**src/hdl/dpnt_pkg.sv**
```systemverilog
// Shared types, constants and register codes for the drum pad note trigger.
`default_nettype none

package dpnt_pkg;

   localparam int DPNT_CHANNELS    = 8;
   localparam int DPNT_SAMPLE_BITS = 12;

   localparam int MAP_PADS     = 8;
   localparam int PAD_W        = 3;
   localparam int NOTE_W       = 7;
   localparam int GAIN_W       = 8;
   localparam int THRESHOLD_W  = 20;
   localparam int VEL_SCALE_W  = 16;
   localparam int HOLD_W       = 16;
   localparam int TIME_W       = 32;
   localparam int NOTE_MAP_W   = NOTE_W * MAP_PADS;
   localparam int CSR_INDEX_W  = 3;

   localparam logic [GAIN_W-1:0]      GAIN_RESET      = 8'd1;
   localparam logic [THRESHOLD_W-1:0] THRESHOLD_RESET = 20'd100;
   localparam logic                   VEL_EN_RESET    = 1'b1;
   localparam logic [VEL_SCALE_W-1:0] VEL_SCALE_RESET = 16'd256;
   localparam logic [NOTE_W-1:0]      MAX_VEL_RESET   = 7'd127;
   localparam logic [HOLD_W-1:0]      HOLD_RESET      = 16'd50;
   localparam logic [NOTE_MAP_W-1:0]  NOTE_MAP_RESET  = 56'd15535290419488818;

   localparam logic [NOTE_W-1:0]      NOTE_OFF_VEL_MAX = 7'd127;

   localparam logic [CSR_INDEX_W-1:0] CSR_GAIN      = 3'd0;
   localparam logic [CSR_INDEX_W-1:0] CSR_THRESHOLD = 3'd1;
   localparam logic [CSR_INDEX_W-1:0] CSR_VEL_EN    = 3'd2;
   localparam logic [CSR_INDEX_W-1:0] CSR_VEL_SCALE = 3'd3;
   localparam logic [CSR_INDEX_W-1:0] CSR_MAX_VEL   = 3'd4;
   localparam logic [CSR_INDEX_W-1:0] CSR_HOLD      = 3'd5;
   localparam logic [CSR_INDEX_W-1:0] CSR_NOTE_MAP  = 3'd6;

   typedef enum logic [3:0] {
      ST_IDLE   = 4'b0001,
      ST_LEVEL  = 4'b0010,
      ST_VEL    = 4'b0100,
      ST_DECIDE = 4'b1000
   } dpnt_state_type;

   typedef struct packed {
      logic load_in;
      logic calc_level;
      logic calc_vel;
      logic commit;
   } dpnt_cmd_type;

   typedef struct packed {
      logic has_event;
      logic out_blocked;
   } dpnt_status_type;

endpackage

`default_nettype wire

```
**src/hdl/drum_pad_note_trigger.sv**
```systemverilog
// Top level of the drum pad note trigger: controller, datapath and ports.
`default_nettype none

// Each accepted sample transaction passes through the accept state, the gain
// multiply state, the velocity-scale multiply state and the decide state, which
// compares, updates the pad state and loads the result register. The block holds
// one sample at a time; a new sample is taken while a finished result still
// waits in the output register, and the decide state waits only when a new
// result is due while that register is still stalled. The configuration port
// is always ready and must be written only while no transaction is in flight.
module drum_pad_note_trigger
   import dpnt_pkg::*;
#(
   parameter int CHANNELS    = DPNT_CHANNELS,
   parameter int SAMPLE_BITS = DPNT_SAMPLE_BITS
) (
   input  wire logic                   clock,
   input  wire logic                   reset,
   input  wire logic                   csr_valid,
   output logic                        csr_ready,
   input  wire logic [CSR_INDEX_W-1:0] csr_index,
   input  wire logic [NOTE_MAP_W-1:0]  csr_data,
   input  wire logic                   req_valid,
   output logic                        req_stall,
   input  wire logic [PAD_W-1:0]       req_pad_channel,
   input  wire logic [SAMPLE_BITS-1:0] req_sample,
   input  wire logic [TIME_W-1:0]      req_now_ms,
   output logic                        rsp_valid,
   input  wire logic                   rsp_stall,
   output logic                        rsp_is_note_off,
   output logic [NOTE_W-1:0]           rsp_note_number,
   output logic [NOTE_W-1:0]           rsp_note_velocity
);

   dpnt_cmd_type    cmd;
   dpnt_status_type status;

   assign csr_ready = 1'b1;

   dpnt_ctrl u_ctrl (
      .clock     (clock),
      .reset     (reset),
      .req_valid (req_valid),
      .req_stall (req_stall),
      .status    (status),
      .cmd       (cmd)
   );

   dpnt_dp #(
      .CHANNELS    (CHANNELS),
      .SAMPLE_BITS (SAMPLE_BITS)
   ) u_dp (
      .clock             (clock),
      .reset             (reset),
      .csr_valid         (csr_valid && csr_ready),
      .csr_index         (csr_index),
      .csr_data          (csr_data),
      .req_pad_channel   (req_pad_channel),
      .req_sample        (req_sample),
      .req_now_ms        (req_now_ms),
      .rsp_valid         (rsp_valid),
      .rsp_stall         (rsp_stall),
      .rsp_is_note_off   (rsp_is_note_off),
      .rsp_note_number   (rsp_note_number),
      .rsp_note_velocity (rsp_note_velocity),
      .cmd               (cmd),
      .status            (status)
   );

endmodule

`default_nettype wire

```
**src/hdl/dpnt_ctrl.sv**
```systemverilog
// Controller state machine that sequences one pad sample through the datapath.
`default_nettype none

module dpnt_ctrl
   import dpnt_pkg::*;
(
   input  wire logic            clock,
   input  wire logic            reset,
   input  wire logic            req_valid,
   output logic                 req_stall,
   input  wire dpnt_status_type status,
   output dpnt_cmd_type         cmd
);

   dpnt_state_type state_ff;
   dpnt_state_type state_in;

   always_comb begin
      state_in  = state_ff;
      cmd       = '0;
      req_stall = 1'b1;
      case (state_ff)
         ST_IDLE: begin
            req_stall = 1'b0;
            if (req_valid) begin
               cmd.load_in = 1'b1;
               state_in    = ST_LEVEL;
            end
         end
         ST_LEVEL: begin
            cmd.calc_level = 1'b1;
            state_in       = ST_VEL;
         end
         ST_VEL: begin
            cmd.calc_vel = 1'b1;
            state_in     = ST_DECIDE;
         end
         ST_DECIDE: begin
            if (!(status.has_event && status.out_blocked)) begin
               cmd.commit = 1'b1;
               state_in   = ST_IDLE;
            end
         end
         default: begin
            state_in = ST_IDLE;
         end
      endcase
   end

   always_ff @(posedge clock) begin
      if (reset) begin
         state_ff <= ST_IDLE;
      end else begin
         state_ff <= state_in;
      end
   end

`ifndef SYNTHESIS
   assert property (@(posedge clock) disable iff (reset)
      $onehot0({cmd.load_in, cmd.calc_level, cmd.calc_vel, cmd.commit}))
      else $error("More than one datapath command in a cycle.");

   assert property (@(posedge clock) disable iff (reset)
      cmd.load_in |=> cmd.calc_level ##1 cmd.calc_vel)
      else $error("Accepted transaction was not sequenced through both multiplies.");

   assert property (@(posedge clock) disable iff (reset)
      cmd.commit |=> !req_stall)
      else $error("Controller did not return to idle after commit.");
`endif

endmodule

`default_nettype wire

```
**src/hdl/dpnt_dp.sv**
```systemverilog
// Datapath with configuration registers, pad state, multipliers and result register.
`default_nettype none

module dpnt_dp
   import dpnt_pkg::*;
#(
   parameter int CHANNELS    = DPNT_CHANNELS,
   parameter int SAMPLE_BITS = DPNT_SAMPLE_BITS
) (
   input  wire logic                   clock,
   input  wire logic                   reset,
   input  wire logic                   csr_valid,
   input  wire logic [CSR_INDEX_W-1:0] csr_index,
   input  wire logic [NOTE_MAP_W-1:0]  csr_data,
   input  wire logic [PAD_W-1:0]       req_pad_channel,
   input  wire logic [SAMPLE_BITS-1:0] req_sample,
   input  wire logic [TIME_W-1:0]      req_now_ms,
   output logic                        rsp_valid,
   input  wire logic                   rsp_stall,
   output logic                        rsp_is_note_off,
   output logic [NOTE_W-1:0]           rsp_note_number,
   output logic [NOTE_W-1:0]           rsp_note_velocity,
   input  wire dpnt_cmd_type           cmd,
   output dpnt_status_type             status
);

   localparam int NUM_PADS = (CHANNELS < MAP_PADS) ? CHANNELS : MAP_PADS;
   localparam int IDX_W    = (NUM_PADS > 1) ? $clog2(NUM_PADS) : 1;
   localparam int LEVEL_W  = SAMPLE_BITS + GAIN_W;
   localparam int PROD_W   = LEVEL_W + VEL_SCALE_W;
   localparam int SHIFT_W  = PROD_W - 8;
   localparam int CMP_W    = (LEVEL_W > THRESHOLD_W) ? LEVEL_W : THRESHOLD_W;

   logic [GAIN_W-1:0]      gain_ff;
   logic [THRESHOLD_W-1:0] threshold_ff;
   logic                   vel_en_ff;
   logic [VEL_SCALE_W-1:0] vel_scale_ff;
   logic [NOTE_W-1:0]      max_vel_ff;
   logic [HOLD_W-1:0]      hold_ff;
   logic [NOTE_MAP_W-1:0]  note_map_ff;

   logic [PAD_W-1:0]       pad_ff;
   logic [SAMPLE_BITS-1:0] sample_ff;
   logic [TIME_W-1:0]      now_ff;
   logic [LEVEL_W-1:0]     level_ff;
   logic [PROD_W-1:0]      prod_ff;

   logic                   active_ff [NUM_PADS];
   logic [TIME_W-1:0]      start_ff  [NUM_PADS];

   logic                   rsp_valid_ff;
   logic                   rsp_valid_in;
   logic                   rsp_off_ff;
   logic [NOTE_W-1:0]      rsp_note_ff;
   logic [NOTE_W-1:0]      rsp_vel_ff;

   logic [NOTE_W-1:0]      notes [MAP_PADS];
   logic [IDX_W-1:0]       idx;
   logic                   pad_ok;
   logic                   above;
   logic [TIME_W-1:0]      elapsed;
   logic                   on_evt;
   logic                   off_evt;
   logic [SHIFT_W-1:0]     scaled;
   logic [NOTE_W-1:0]      on_vel;
   logic [NOTE_W-1:0]      off_vel;

   always_ff @(posedge clock) begin
      if (reset) begin
         gain_ff      <= GAIN_RESET;
         threshold_ff <= THRESHOLD_RESET;
         vel_en_ff    <= VEL_EN_RESET;
         vel_scale_ff <= VEL_SCALE_RESET;
         max_vel_ff   <= MAX_VEL_RESET;
         hold_ff      <= HOLD_RESET;
         note_map_ff  <= NOTE_MAP_RESET;
      end else if (csr_valid) begin
         case (csr_index)
            CSR_GAIN:      gain_ff      <= csr_data[GAIN_W-1:0];
            CSR_THRESHOLD: threshold_ff <= csr_data[THRESHOLD_W-1:0];
            CSR_VEL_EN:    vel_en_ff    <= csr_data[0];
            CSR_VEL_SCALE: vel_scale_ff <= csr_data[VEL_SCALE_W-1:0];
            CSR_MAX_VEL:   max_vel_ff   <= csr_data[NOTE_W-1:0];
            CSR_HOLD:      hold_ff      <= csr_data[HOLD_W-1:0];
            CSR_NOTE_MAP:  note_map_ff  <= csr_data;
            default: begin
            end
         endcase
      end
   end

   always_ff @(posedge clock) begin
      if (cmd.load_in) begin
         pad_ff    <= req_pad_channel;
         sample_ff <= req_sample;
         now_ff    <= req_now_ms;
      end
      if (cmd.calc_level) begin
         level_ff <= LEVEL_W'(sample_ff) * LEVEL_W'(gain_ff);
      end
      if (cmd.calc_vel) begin
         prod_ff <= PROD_W'(level_ff) * PROD_W'(vel_scale_ff);
      end
   end

   always_comb begin
      for (int i = 0; i < MAP_PADS; i++) begin
         notes[i] = note_map_ff[i*NOTE_W +: NOTE_W];
      end
   end

   assign idx     = IDX_W'(pad_ff);
   assign pad_ok  = ({1'b0, pad_ff} < (PAD_W + 1)'(NUM_PADS));
   assign above   = (CMP_W'(level_ff) > CMP_W'(threshold_ff));
   assign elapsed = now_ff - start_ff[idx];
   assign on_evt  = pad_ok && above && !active_ff[idx];
   assign off_evt = pad_ok && !above && active_ff[idx] && (elapsed > TIME_W'(hold_ff));

   assign scaled  = prod_ff[PROD_W-1:8];
   assign on_vel  = !vel_en_ff ? max_vel_ff :
                    (scaled > SHIFT_W'(max_vel_ff)) ? max_vel_ff : scaled[NOTE_W-1:0];
   assign off_vel = (level_ff > LEVEL_W'(NOTE_OFF_VEL_MAX)) ? NOTE_OFF_VEL_MAX
                                                            : level_ff[NOTE_W-1:0];

   assign status.has_event   = on_evt || off_evt;
   assign status.out_blocked = rsp_valid_ff && rsp_stall;

   always_ff @(posedge clock) begin
      if (reset) begin
         for (int i = 0; i < NUM_PADS; i++) begin
            active_ff[i] <= 1'b0;
         end
      end else if (cmd.commit && (on_evt || off_evt)) begin
         active_ff[idx] <= on_evt;
      end
   end

   always_ff @(posedge clock) begin
      if (cmd.commit && (on_evt || off_evt)) begin
         start_ff[idx] <= now_ff;
      end
   end

   always_comb begin
      rsp_valid_in = rsp_valid_ff && rsp_stall;
      if (cmd.commit && (on_evt || off_evt)) begin
         rsp_valid_in = 1'b1;
      end
   end

   always_ff @(posedge clock) begin
      if (reset) begin
         rsp_valid_ff <= 1'b0;
      end else begin
         rsp_valid_ff <= rsp_valid_in;
      end
   end

   always_ff @(posedge clock) begin
      if (cmd.commit && (on_evt || off_evt)) begin
         rsp_off_ff  <= off_evt;
         rsp_note_ff <= notes[pad_ff];
         rsp_vel_ff  <= on_evt ? on_vel : off_vel;
      end
   end

   assign rsp_valid         = rsp_valid_ff;
   assign rsp_is_note_off   = rsp_off_ff;
   assign rsp_note_number   = rsp_note_ff;
   assign rsp_note_velocity = rsp_vel_ff;

`ifndef SYNTHESIS
   assert property (@(posedge clock) disable iff (reset)
      (cmd.commit && status.has_event) |-> !(rsp_valid_ff && rsp_stall))
      else $error("Result register overwritten while a transaction was pending.");

   assert property (@(posedge clock) disable iff (reset)
      $rose(rsp_valid_ff) |-> $past(cmd.commit))
      else $error("Result became valid without a commit.");

   assert property (@(posedge clock) disable iff (reset)
      (cmd.commit && on_evt) |=> active_ff[idx])
      else $error("Note-on did not mark the pad active.");

   assert property (@(posedge clock) disable iff (reset)
      (cmd.commit && off_evt) |=> !active_ff[idx])
      else $error("Note-off did not clear the pad.");
`endif

endmodule

`default_nettype wire

```
**config.mk**
```make
export PLATFORM = sky130hd
export DESIGN_NAME = drum_pad_note_trigger
export DESIGN_NICKNAME = d
export VERILOG_FILES = /design/src/hdl/dpnt_pkg.sv /design/src/hdl/drum_pad_note_trigger.sv /design/src/hdl/dpnt_ctrl.sv /design/src/hdl/dpnt_dp.sv
export SDC_FILE = /design/constraint.sdc
export NUM_CORES = 2
export LEC_CHECK = 0
export ABC_AREA = 1
export BUFFER_PORTS_ARGS = -buffer_cell sky130_fd_sc_hd__buf_2
export CAP_MARGIN = 20
export CORE_MARGIN = 2
export CORE_UTILIZATION = 49
export DETAILED_ROUTE_END_ITERATION = 6
export GPL_TIMING_DRIVEN = 1
export HOLD_SLACK_MARGIN = 0.05
export PLACE_DENSITY = 0.65
export SLEW_MARGIN = 20
export SYNTH_ARGS = -nofsm -noshare
export SYNTH_HDL_FRONTEND = slang
export SYNTH_SLANG_ARGS = --single-unit
```
**constraint.sdc**
```tcl
create_clock -name clock -period 15.9 [get_ports clock]
set_clock_uncertainty 0.15 [all_clocks]
set_input_delay 0.795 -clock clock [delete_from_list [all_inputs] [get_ports clock]]
set_output_delay 0.795 -clock clock [all_outputs]
set_load 0.03 [all_outputs]
```
==> qor.yml <==
sta:
  tns_ns: 0
  setup_viol: 0
  maxSlewHeadroom_pct: 26.1
  maxSlewViolCount: 0
  fmax_mhz: 138
  tightest_slew_ns: 1.11
  hold_viol: 0
  fin_crit_ns: 7.26
  rsz0062_at_grt: "no"
  fin_crit_sh_pct: 45.7
  finalWorstSetupSlack_ns: 8.64
clock_tree:
  cts_setup_buffers: 0
  clock-root-buffer: "clkbuf_16"
  clk_pin_slew_ns: 0.06
  clk_latency_ns: 0.62
  numClockSinks: 506
  clockBufferDepth: 3
  cts_tree: "yes"
  cts_buffers: 55
  hold_buffers: 0
  cts.htree.levels: 2
  cts_resized: 0
critical_path:
  cpMostUsedCell: "nand2_1"
  critPathCaptureType: "flop"
  start_kind: "flop"
  cp.required_ns: 16.08
  cpPeakStageDelay_ns: 0.86
  cp_max_fo: 89
  critPathArrivalTime_ns: 7.43
  critical_path_class: "reg -> reg"
  crit_slowest_cell: "dfxtp_4"
min_path:
  holdCritPathClass: "in -> reg"
grt:
  grt_pass1_wl_mm: 148
  grt_start_max_net_pins: 92
  track_usage_pct: 25.3
  grt_pass1_vias: 26583
  overflow: 0
  antenna_found_initial: 12
routing:
  post_drt_wl_per_cell_um: 18.5
  first_pass_iters: 5
  route.vias.total: 27250
  post-route-drc-count: 0
  dr.first_iter.drc_count: 2366
  wl_mm: 94.2
  vias_per_cell: 5.34
  ant_nets: 0
logic_synthesis:
  synth_most_common_cell: "nand2_1"
  yosys.cell_types.count: 57
  netlist_top_cells_count: "nand2_1, inv_1, edfxtp_1, nor2_1, fa_1"
  yosysTopAreaCell: "edfxtp_1"
  synth.top_cell.area_share_pct: 31.3
  yosysSeqAreaShare_pct: 38.6
  syn_nets: 4688
  synth_edf_count: 374
  ys_top_cells_by_area: "edfxtp_1, fa_1, nand2_1"
  ys.flop_type: "edfxtp_1"
  syn_area_sq_mm: 0.0359
  synth_seq_cells: 506
  yosys_warnings: 0
  async_flop_share_pct: 0
  netlist_instances: 4046
  syn_avg_cell_area_sq_um: 8.88
floorplanning:
  core_sq_mm: 0.0728
  rows: 99
  io_pins: 129
  die_area_sq_mm: 0.0755
  fp.dieW_um: 275
  die_y_um: 275
  start_util_pct: 49.3
status:
  status: "complete, no violations"
finish:
  fillers: 6627
  syn2layout_area_growth_pct: 9.75
  drive_gt1_share_pct: 7.49
  fin_nets: 4732
flow_run:
  cap_viol_max_count: 0
pwr:
  peakVddDrop_mv: 0.0926
  power_density_mw_per_mm2: 97.5
  p_leak_nw: 18.7
placement:
  hpwl_mm: 68.5
  portBuffers: 127
  gp_congestion: 0.944
  pre_cts_ws_ns: 8.54
metal layers:
metal	up-vias	routed length, um	global-route usage (%)
met5	-	80	0
met4	12	3020	8.11
met3	179	7340	4.80
met2	966	43000	40.0
met1	13228	40800	35.2
li1	12865	-	-
cells in the final DEF, fill, tap and decap left out, drive strengths merged, types with 10 or more instances in the layout:
| cell type | count |
|---|---|
| dfxtp | 132 |
| nor4 | 10 |
| xnor2 | 13 |
| clkinv | 20 |
| a21oi | 131 |
| fa | 310 |
| ha | 221 |
| clkbuf | 80 |
| nor3 | 31 |
| xor2 | 43 |
| o221ai | 30 |
| nand3 | 93 |
| o21ai | 295 |
| nand4 | 18 |
| edfxtp | 374 |
| inv | 812 |
| o211ai | 18 |
| nor2 | 341 |
| nand2 | 903 |
| o22ai | 39 |
| buf | 162 |
worst paths after layout:
| path | cells after the start | startpoint | slack (ns) | endpoint |
|---|---|---|---|---|
| max | 29 | flop | 8.64 | u_dp.start_ff[2][17]$_DFFE_PP_ |
| min | 1 | req_now_ms[21] | 0.18 | u_dp.now_ff[21]$_DFFE_PP_ |
| max reg2reg | 29 | flop | 8.64 | u_dp.start_ff[2][17]$_DFFE_PP_ |
| min reg2reg | 2 | u_dp.threshold_ff[4]$_SDFFE_PP0P_ | 0.31 | u_dp.threshold_ff[4]$_SDFFE_PP0P_ |
worst max-delay path, delay by kind of cell, from the launching register on:
family                     cells  cell delay, ns
and+or+nand+nor               18            2.41
AOI/OAI and AO/OA              4            0.93
buffers and inverters          4            1.60
DFF                            1            0.86
xor gates and xnor gates       1            0.15
adders and majority gates      2            0.68
kinds of logic (layout without fill, tap and decap cells):
kind of cell	after synthesis	count (layout)	share of synthesized area, %
AND/OR/NAND/NOR	1402	1402	15.7
buffers and inverters	984	1075	10.4
AO/OA/AOI/OAI	560	560	8.79
adder cells (fa/ha/maj)	531	531	25.0
flip-flops	506	506	38.6
XOR/XNOR	56	56	1.37
multiplexers	6	6	0.188
other	1	4	0.0104
sequential cells by signal (all words and copies together), names as in the netlist, 16 cells and up, named ones only:
signal             flops
u_dp.start_ff        256
u_dp.note_map_ff      56
u_dp.now_ff           32
u_dp.prod_ff          28
u_dp.level_ff         20
u_dp.threshold_ff     20
u_dp.hold_ff          16
u_dp.vel_scale_ff     16
through the flow:
stage	instance area (sq um)	cells	hold WS (ns)	power, mW	utilization [%]
after floorplan	35900	4046	0.275	2.26	-
final	39400	5099	0.178	3.84	54.1
after global routing	39400	5098	0.162	4.06	54.1
after global placement	37300	4984	0.292	2.55	51.3
after CTS	39200	5088	0.155	3.85	53.8
after detailed placement	37300	4984	0.301	2.56	51.3
report_power, final:
part           internal [mW]  switching (mW)
logic                  0.349           0.675
clock network          0.739           0.556
registers               1.47          0.0600
layout make-up:
| type | instances | area (sq um) | share of cell area [%] |
|---|---|---|---|
| multi-input cells | 2556 | 18400 | 46.7 |
| clock buffers | 80 | 1630 | 4.13 |
| clock inverters | 24 | 240 | 0.609 |
| well taps | 959 | 1200 | 3.04 |
| diodes | 3 | 7.51 | 0.0190 |
| inverters | 809 | 3040 | 7.71 |
| flip-flops and latches | 506 | 13900 | 35.2 |
| repair buffers | 162 | 1040 | 2.63 |
No activity file was read; power rests on OpenSTA's default activity.
